`src/design/mme_pkg.sv`:
```
// Package: constants, codes, types and helpers for the matrix multiply engine.
`default_nettype none
package mme_pkg;

    localparam int MAX_DIM     = 8;
    localparam int STORE_DEPTH = MAX_DIM * MAX_DIM;
    localparam int DIM_W       = $clog2(MAX_DIM);
    localparam int ADDR_W      = $clog2(STORE_DEPTH);

    localparam int ELEM_W   = 16;
    localparam int PROD_W   = 2 * ELEM_W;
    localparam int SUM_W    = 40;
    localparam int OPC_W    = 2;
    localparam int INDEX_W  = 6;
    localparam int POS_W    = 3;
    localparam int CFG_W    = 4;
    localparam int CFG_IDX_W = 2;

    localparam logic [CFG_W-1:0] CFG_RESET = 4'd8;

    localparam logic [OPC_W-1:0] OP_WRITE_A = 2'd0;
    localparam logic [OPC_W-1:0] OP_WRITE_B = 2'd1;
    localparam logic [OPC_W-1:0] OP_COMPUTE = 2'd2;

    localparam logic [CFG_IDX_W-1:0] CFG_ROWS  = 2'd0;
    localparam logic [CFG_IDX_W-1:0] CFG_INNER = 2'd1;
    localparam logic [CFG_IDX_W-1:0] CFG_COLS  = 2'd2;

    typedef enum logic [1:0]
    {
        SEQ_IDLE,
        SEQ_RUN,
        SEQ_DRAIN
    } seq_state_t;

    // tag that travels with one multiply term down the datapath
    typedef struct packed
    {
        logic             valid;
        logic             first;
        logic             last_term;
        logic             last_elem;
        logic [DIM_W-1:0] row;
        logic [DIM_W-1:0] col;
    } term_tag_t;

    // dimension register to last index, 0 taken as 1, above MAX_DIM taken as MAX_DIM
    function automatic logic [DIM_W-1:0] dim_last(input logic [CFG_W-1:0] d);
        logic [CFG_W-1:0] dm1;
        dm1 = d - 4'd1;
        if (d == '0)
            return '0;
        else if (int'(d) > MAX_DIM)
            return DIM_W'(MAX_DIM - 1);
        else
            return DIM_W'(dm1);
    endfunction

endpackage
`default_nettype wire

```
`src/design/mme_ram.sv`:
```
// Generic single-write, single-read RAM with registered read data.
`default_nettype none
module mme_ram #(
    parameter int WIDTH = 16,
    parameter int DEPTH = 64
) (
    input  wire logic                     clk,
    input  wire logic                     we,
    input  wire logic [$clog2(DEPTH)-1:0] waddr,
    input  wire logic [WIDTH-1:0]         wdata,
    input  wire logic [$clog2(DEPTH)-1:0] raddr,
    output logic      [WIDTH-1:0]         rdata
);

    logic [WIDTH-1:0] mem [DEPTH];

    always_ff @(posedge clk)
    begin
        if (we)
        begin
            mem[waddr] <= wdata;
        end
        rdata <= mem[raddr];
    end

endmodule
`default_nettype wire

```
`src/design/mme_seq.sv`:
```
// Sequencer: walks row, column and inner index, issues one term per cycle.
`default_nettype none
module mme_seq import mme_pkg::*; (
    input  wire logic             clk,
    input  wire logic             rst_n,
    input  wire logic             start_compute,
    input  wire logic [DIM_W-1:0] rows_last,
    input  wire logic [DIM_W-1:0] inner_last,
    input  wire logic [DIM_W-1:0] cols_last,
    input  wire logic             final_load,
    output logic                  busy,
    output logic [ADDR_W-1:0]     a_addr,
    output logic [ADDR_W-1:0]     b_addr,
    output term_tag_t             tag
);

    seq_state_t state_reg, state_next;

    logic [DIM_W-1:0]  r_reg, r_next;
    logic [DIM_W-1:0]  c_reg, c_next;
    logic [DIM_W-1:0]  n_reg, n_next;
    logic [ADDR_W-1:0] a_base_reg, a_base_next;
    logic [ADDR_W-1:0] b_idx_reg, b_idx_next;

    logic [ADDR_W-1:0] inner_len;
    logic [ADDR_W-1:0] cols_len;
    logic              n_end;
    logic              c_end;
    logic              r_end;
    logic              issue;

    assign inner_len = ADDR_W'(inner_last) + ADDR_W'(1);
    assign cols_len  = ADDR_W'(cols_last) + ADDR_W'(1);
    assign n_end     = (n_reg == inner_last);
    assign c_end     = (c_reg == cols_last);
    assign r_end     = (r_reg == rows_last);

    always_comb
    begin
        state_next = state_reg;
        case (state_reg)
            SEQ_IDLE:
            begin
                if (start_compute)
                    state_next = SEQ_RUN;
            end
            SEQ_RUN:
            begin
                if (n_end && c_end && r_end)
                    state_next = SEQ_DRAIN;
            end
            SEQ_DRAIN:
            begin
                if (final_load)
                    state_next = SEQ_IDLE;
            end
            default:
            begin
                state_next = SEQ_IDLE;
            end
        endcase
    end

    always_comb
    begin
        issue = 1'b0;
        busy  = 1'b1;
        case (state_reg)
            SEQ_IDLE:
            begin
                busy = 1'b0;
            end
            SEQ_RUN:
            begin
                issue = 1'b1;
            end
            SEQ_DRAIN:
            begin
                issue = 1'b0;
            end
            default:
            begin
                busy = 1'b0;
            end
        endcase
    end

    always_comb
    begin
        r_next      = r_reg;
        c_next      = c_reg;
        n_next      = n_reg;
        a_base_next = a_base_reg;
        b_idx_next  = b_idx_reg;
        if (start_compute && state_reg == SEQ_IDLE)
        begin
            r_next      = '0;
            c_next      = '0;
            n_next      = '0;
            a_base_next = '0;
            b_idx_next  = '0;
        end
        else if (issue)
        begin
            if (!n_end)
            begin
                n_next     = n_reg + DIM_W'(1);
                b_idx_next = b_idx_reg + cols_len;
            end
            else
            begin
                n_next = '0;
                if (!c_end)
                begin
                    c_next     = c_reg + DIM_W'(1);
                    b_idx_next = ADDR_W'(c_reg) + ADDR_W'(1);
                end
                else
                begin
                    c_next     = '0;
                    b_idx_next = '0;
                    if (!r_end)
                    begin
                        r_next      = r_reg + DIM_W'(1);
                        a_base_next = a_base_reg + inner_len;
                    end
                end
            end
        end
    end

    always_ff @(posedge clk or negedge rst_n)
    begin
        if (!rst_n)
        begin
            state_reg  <= SEQ_IDLE;
            r_reg      <= '0;
            c_reg      <= '0;
            n_reg      <= '0;
            a_base_reg <= '0;
            b_idx_reg  <= '0;
        end
        else
        begin
            state_reg  <= state_next;
            r_reg      <= r_next;
            c_reg      <= c_next;
            n_reg      <= n_next;
            a_base_reg <= a_base_next;
            b_idx_reg  <= b_idx_next;
        end
    end

    assign a_addr = a_base_reg + ADDR_W'(n_reg);
    assign b_addr = b_idx_reg;

    always_comb
    begin
        tag.valid     = issue;
        tag.first     = (n_reg == '0);
        tag.last_term = n_end;
        tag.last_elem = c_end && r_end;
        tag.row       = r_reg;
        tag.col       = c_reg;
    end

endmodule
`default_nettype wire

```
`src/design/mme_mac.sv`:
```
// Shared multiply-accumulate unit with result register.
`default_nettype none
module mme_mac import mme_pkg::*; (
    input  wire logic              clk,
    input  wire logic              rst_n,
    input  wire term_tag_t         tag_in,
    input  wire logic [ELEM_W-1:0] a_data,
    input  wire logic [ELEM_W-1:0] b_data,
    output logic                   final_load,
    output logic                   result_valid,
    output logic [POS_W-1:0]       out_row,
    output logic [POS_W-1:0]       out_col,
    output logic [SUM_W-1:0]       product_value,
    output logic                   last_element
);

    term_tag_t                tag1_reg;
    term_tag_t                tag2_reg;
    logic signed [PROD_W-1:0] prod_reg;
    logic        [SUM_W-1:0]  acc_reg;
    logic        [SUM_W-1:0]  sum_next;
    logic        [SUM_W-1:0]  prod_ext;
    logic                     res_valid_reg;
    logic        [POS_W-1:0]  row_reg;
    logic        [POS_W-1:0]  col_reg;
    logic        [SUM_W-1:0]  value_reg;
    logic                     last_reg;
    logic                     emit;

    assign prod_ext = {{(SUM_W - PROD_W){prod_reg[PROD_W-1]}}, prod_reg};
    assign sum_next = (tag2_reg.first ? '0 : acc_reg) + prod_ext;
    assign emit     = tag2_reg.valid && tag2_reg.last_term;
    assign final_load = emit && tag2_reg.last_elem;

    always_ff @(posedge clk or negedge rst_n)
    begin
        if (!rst_n)
        begin
            tag1_reg      <= '0;
            tag2_reg      <= '0;
            res_valid_reg <= 1'b0;
        end
        else
        begin
            tag1_reg      <= tag_in;
            tag2_reg      <= tag1_reg;
            res_valid_reg <= emit;
        end
    end

    always_ff @(posedge clk)
    begin
        prod_reg <= $signed(a_data) * $signed(b_data);
        if (tag2_reg.valid)
        begin
            acc_reg <= sum_next;
        end
        if (emit)
        begin
            row_reg   <= POS_W'(tag2_reg.row);
            col_reg   <= POS_W'(tag2_reg.col);
            value_reg <= sum_next;
            last_reg  <= tag2_reg.last_elem;
        end
    end

    assign result_valid  = res_valid_reg;
    assign out_row       = row_reg;
    assign out_col       = col_reg;
    assign product_value = value_reg;
    assign last_element  = last_reg;

endmodule
`default_nettype wire

```
`src/design/matrix_multiply_engine.sv`:
```
// Top level: config registers, A and B element stores, sequencer and MAC.
// Load item: written at the accepting edge, busy stays low, next item may follow at once.
// Compute item: busy until the final sum is loaded, one term per cycle through one multiplier.
// Each result passes the store read register, the product register and the result register to the ports.
// Results are single-cycle strobes; the receiver cannot stall.
// Reset: config registers to 8, sequencer idle; element stores keep no reset value.
`default_nettype none
module matrix_multiply_engine import mme_pkg::*; (
    input  wire logic                 clk,
    input  wire logic                 rst_n,
    input  wire logic                 start,
    output logic                      busy,
    input  wire logic [OPC_W-1:0]     opcode,
    input  wire logic [INDEX_W-1:0]   flat_index,
    input  wire logic signed [ELEM_W-1:0] element_value,
    input  wire logic                 cfg_valid,
    output logic                      cfg_ready,
    input  wire logic [CFG_IDX_W-1:0] cfg_index,
    input  wire logic [CFG_W-1:0]     cfg_data,
    output logic                      result_valid,
    output logic [POS_W-1:0]          out_row,
    output logic [POS_W-1:0]          out_col,
    output logic signed [SUM_W-1:0]   product_value,
    output logic                      last_element
);

    logic [CFG_W-1:0] rows_reg;
    logic [CFG_W-1:0] inner_reg;
    logic [CFG_W-1:0] cols_reg;

    logic              accept;
    logic              in_range;
    logic              we_a;
    logic              we_b;
    logic              start_compute;
    logic [ADDR_W-1:0] waddr;
    logic [ADDR_W-1:0] a_addr;
    logic [ADDR_W-1:0] b_addr;
    logic [ELEM_W-1:0] a_data;
    logic [ELEM_W-1:0] b_data;
    logic              final_load;
    logic [SUM_W-1:0]  sum_out;
    term_tag_t         tag;

    assign cfg_ready     = !busy;
    assign accept        = start && !busy;
    assign in_range      = (int'(flat_index) < STORE_DEPTH);
    assign waddr         = ADDR_W'(flat_index);
    assign we_a          = accept && in_range && (opcode == OP_WRITE_A);
    assign we_b          = accept && in_range && (opcode == OP_WRITE_B);
    assign start_compute = accept && (opcode == OP_COMPUTE);

    always_ff @(posedge clk or negedge rst_n)
    begin
        if (!rst_n)
        begin
            rows_reg  <= CFG_RESET;
            inner_reg <= CFG_RESET;
            cols_reg  <= CFG_RESET;
        end
        else if (cfg_valid && cfg_ready)
        begin
            case (cfg_index)
                CFG_ROWS:  rows_reg  <= cfg_data;
                CFG_INNER: inner_reg <= cfg_data;
                CFG_COLS:  cols_reg  <= cfg_data;
                default:   rows_reg  <= rows_reg;
            endcase
        end
    end

    mme_ram #(
        .WIDTH (ELEM_W),
        .DEPTH (STORE_DEPTH)
    ) u_ram_a (
        .clk   (clk),
        .we    (we_a),
        .waddr (waddr),
        .wdata (element_value),
        .raddr (a_addr),
        .rdata (a_data)
    );

    mme_ram #(
        .WIDTH (ELEM_W),
        .DEPTH (STORE_DEPTH)
    ) u_ram_b (
        .clk   (clk),
        .we    (we_b),
        .waddr (waddr),
        .wdata (element_value),
        .raddr (b_addr),
        .rdata (b_data)
    );

    mme_seq u_seq (
        .clk           (clk),
        .rst_n         (rst_n),
        .start_compute (start_compute),
        .rows_last     (dim_last(rows_reg)),
        .inner_last    (dim_last(inner_reg)),
        .cols_last     (dim_last(cols_reg)),
        .final_load    (final_load),
        .busy          (busy),
        .a_addr        (a_addr),
        .b_addr        (b_addr),
        .tag           (tag)
    );

    mme_mac u_mac (
        .clk           (clk),
        .rst_n         (rst_n),
        .tag_in        (tag),
        .a_data        (a_data),
        .b_data        (b_data),
        .final_load    (final_load),
        .result_valid  (result_valid),
        .out_row       (out_row),
        .out_col       (out_col),
        .product_value (sum_out),
        .last_element  (last_element)
    );

    assign product_value = sum_out;

endmodule
`default_nettype wire

```
`config.mk`:
```
export PLATFORM = sky130hd
export DESIGN_NAME = matrix_multiply_engine
export DESIGN_NICKNAME = d
export VERILOG_FILES = /design/src/design/mme_pkg.sv /design/src/design/mme_ram.sv /design/src/design/mme_seq.sv /design/src/design/mme_mac.sv /design/src/design/matrix_multiply_engine.sv
export SDC_FILE = /design/constraint.sdc
export NUM_CORES = 2
export LEC_CHECK = 0
export BUFFER_PORTS_ARGS = -buffer_cell sky130_fd_sc_hd__buf_2
export CAP_MARGIN = 20
export CORE_ASPECT_RATIO = 1.5
export CORE_MARGIN = 4
export CORE_UTILIZATION = 50
export CTS_BUF_LIST = sky130_fd_sc_hd__clkbuf_4 sky130_fd_sc_hd__clkbuf_8
export CTS_CLUSTER_DIAMETER = 80
export CTS_CLUSTER_SIZE = 10
export DETAILED_ROUTE_END_ITERATION = 16
export GPL_TIMING_DRIVEN = 1
export PLACE_DENSITY = 0.74
export SLEW_MARGIN = 20
export SYNTH_ARGS = -nofsm -noshare
export SYNTH_HDL_FRONTEND = slang
export SYNTH_HIERARCHICAL = 1
export SYNTH_SLANG_ARGS = --single-unit
export TNS_END_PERCENT = 100
```
`constraint.sdc`:
```
create_clock -name clk -period 6.6 [get_ports clk]
set_input_delay 0.99 -clock clk [delete_from_list [all_inputs] [get_ports clk]]
set_output_delay 0.99 -clock clk [all_outputs]
set_load 0.01 [all_outputs]
```
==> impl_metrics.py <==
metrics = {
    "timing": {
        "fmax_mhz": 156,
        "finalClockSkew_ns": 0.0555,
        "tightestPinTransition_ns": 1.14,
        "slew_headroom": 0.237,
        "tns_ns": 0,
        "finalMaxSlewViolations": 0,
        "min_period_ns": 6.42,
        "period_share": 0.972,
        "timing.final.ws_setup_ns": 0.184,
        "hold_viol": 0,
        "setup_viol": 0,
    },
    "logic_synthesis": {
        "yosys_warnings": 6,
        "syn_nets": 5896,
        "synth_cells": 5455,
        "synth-seq-cells": 2255,
        "async_flop_share": 0.0248,
        "synth-seq-area-share": 0.678,
        "synth_area_leader_cell": "edfxtp_1",
        "ys.flop_type": "edfxtp_1",
        "synth.area.top_cells": "edfxtp_1 (65%), mux4_2 (10%), fa_1 (5.4%), ha_1 (1.8%), mux2i_1 (1.8%)",
        "synth_area_um2": 98500,
        "synth_edf_count": 2135,
        "yosysMostFrequentCell": "edfxtp_1",
        "avgSynthCellArea_um2": 18.1,
        "synth_top_area_share": 0.651,
        "synth_common_cells": "edfxtp_1 (2135), mux4_2 (440), inv_1 (335)",
        "ys_types": 98,
    },
    "floorplan": {
        "row_count": 199,
        "io_pins": 84,
        "start_util": 0.503,
        "die_h_um": 552,
        "fp.dieW_um": 370,
        "design.die.area_um2": 204000,
        "core-area_um2": 196000,
    },
    "route": {
        "routed_wl_um": 233000,
        "drt_iter0_drc": 4913,
        "dr_total_vias": 50900,
        "drc": 0,
        "via_per_inst": 6.03,
        "wl_per_cell_um": 27.6,
        "firstDrtPassIters": 5,
        "postRouteAntennaNets": 0,
    },
    "finish": {
        "multi_input_area_um2": 29100,
        "fill_cells": 14800,
        "final_cell_area_um2": 107000,
        "reg_top3": "u_ram_a/mem (1024), u_ram_b/mem (1024)",
        "synthToLayoutAreaGrowth_pct": 8.44,
        "nets": 6204,
        "final-seq-area_um2": 66800,
        "stdcell_count": 8441,
        "drive_above_1_share": 0.213,
    },
    "global_routing": {
        "antenna_found_initial": 17,
        "grt_max_degree": 90,
        "grt_usage": 0.229,
        "grt_overflow": 0,
        "grt_pass1_wl_um": 348000,
        "grt_pass1_vias": 53300,
    },
    "setup_path": {
        "cpPeakStageDelay_ns": 0.61,
        "critPathLaunchType": "register",
        "crit_fanout": 16,
        "crit_required_ns": 7.34,
        "cp-end-kind": "register",
        "worstPathArrival_ns": 7.16,
        "cp_top_family": "adder cells",
        "worstSetupPathType": "register to register",
        "crit_path_top_delay_cell": "fa_1",
        "regToRegSetupSlack_ns": 0.18,
        "r2r_end": "u_mac/prod_reg[29]",
        "crit_chain": "buf_4 > and2_1 > fa_1 > inv_1 > fa_1 > fa_1 > inv_1 > fa_1 > fa_1 > inv_1 > fa_1 > inv_1 > ha_1 > and3_2 > a2111oi_2 > a21oi_4 > a311oi_4 > a211o_1 > nand2_1 > a211oi_1 > nor2_1",
        "crit_top_cell": "fa_1",
        "r2r_start": "u_ram_a/rdata[12]",
        "ff2ff_path_depth": 21,
        "critPathBufInv": 5,
    },
    "cts": {
        "cts_buffers": 268,
        "clkTransAtPathRegs_ns": 0.09,
        "clkLatencyLatePin_ns": 0.91,
        "tritoncts": "built",
        "htreeDepth": 5,
        "clock_path_buffers": 4,
        "clock_tree.root_cell": "clkbuf_8",
        "holdBufCountCts": 0,
        "cts.sinks": 2255,
    },
    "placement": {
        "placedCellCount": 8102,
        "io_buffers": 83,
        "dp_slack_ns": 0.0724,
        "hpwl_um": 151000,
        "placed_area_um2": 102000,
        "gp_congestion": 0.895,
    },
    "hold_path": {
        "hold_path.class": "primary input to asynchronous set/reset pin",
    },
    "flow_run": {
        "max-cap-violations": 0,
    },
    "status": {
        "outcome": "completed",
    },
}
[stage by stage]
step	util	hold slack [ns]
after global placement	0.523	0.333
after CTS	0.544	0.161
final	0.545	0.257
after global routing	0.545	0.235
after floorplan	-	0.331
after detailed placement	0.523	0.335
[routing by layer]
metal / track usage / up-vias / part of all wire
li1: - / 21600 / -
met1: 0.283 / 26700 / 0.36
met2: 0.394 / 2101 / 0.52
met3: 0.0374 / 530 / 0.066
met4: 0.113 / 10 / 0.055
met5: 0 / - / 0.00044
[timing repair]
item,4_1_cts,5_1_grt
resized for setup,0,19
setup buffers,0,2
setup endpoints to repair,0,5
[final cells by class]
class,instances,area share
diodes,16,0.000375
clock buffers,302,0.0373
clock inverters,17,0.00144
inverters,336,0.0118
multi-input cells,2606,0.272
flip-flops and latches,2255,0.626
well taps,2613,0.0306
repair buffers,296,0.0210
[worst register-to-register path, stage by stage (launching register included)]
cell	delay (ns)
dfxtp_1	0.31
buf_4	0.19
and2_1	0.20
fa_1	0.51
inv_1	0.05
fa_1	0.48
fa_1	0.52
inv_1	0.06
fa_1	0.50
fa_1	0.61
inv_1	0.08
fa_1	0.53
inv_1	0.05
ha_1	0.35
and3_2	0.26
a2111oi_2	0.43
a21oi_4	0.14
a311oi_4	0.33
a211o_1	0.26
nand2_1	0.07
a211oi_1	0.31
nor2_1	0.08
[cell usage in the layout (no fill, tap or decap), drive strengths merged, types with 10 or more instances in the layout]
cell type	count
dfxtp	64
fa	266
ha	141
nand2	271
a21oi	99
nand2b	31
mux2	66
nand3	68
a221o	15
clkinvlp	10
nor2	201
a211oi	24
nand4	35
nor4	14
dfrtp	53
a21o	48
clkbuf	302
and4	12
mux2i	173
inv	340
a211o	18
edfxtp	2135
nor2b	110
xor2	21
nor3	17
a22oi	78
a31oi	27
a221oi	34
o21a	12
xnor2	62
o21ai	45
diode	16
mux4	448
a22o	12
a311oi	22
buf	296
and2	136
a41oi	12
[cells by family after synthesis]
family,count (synthesis),share of synthesized area
flops,2255,0.678
simple gates,937,0.0482
mux,687,0.128
buf+inv,594,0.0299
compound gates,488,0.0360
fa+ha+maj,411,0.0724
xor+xnor,83,0.00753
[how the worst max path moves through the flow]
stage	start	endpoint	slack (ns)	cells past startpoint
finish	u_ram_a/rdata[12]	u_mac/prod_reg[29]	0.18	21
global route	u_ram_a/rdata[12]	u_mac/prod_reg[31]	-0.06	21
CTS	u_ram_b/rdata[6]	u_mac/prod_reg[31]	0.09	20
detailed placement	u_ram_b/rdata[11]	u_mac/prod_reg[31]	0.07	20
global placement	u_ram_b/rdata[6]	u_mac/prod_reg[31]	0.18	22
floorplan	u_ram_a/rdata[5]	u_mac/prod_reg[27]	0.45	23
Power is not shown: default switching activity piles up to over one toggle a cycle in this logic, so the estimate is an artifact.
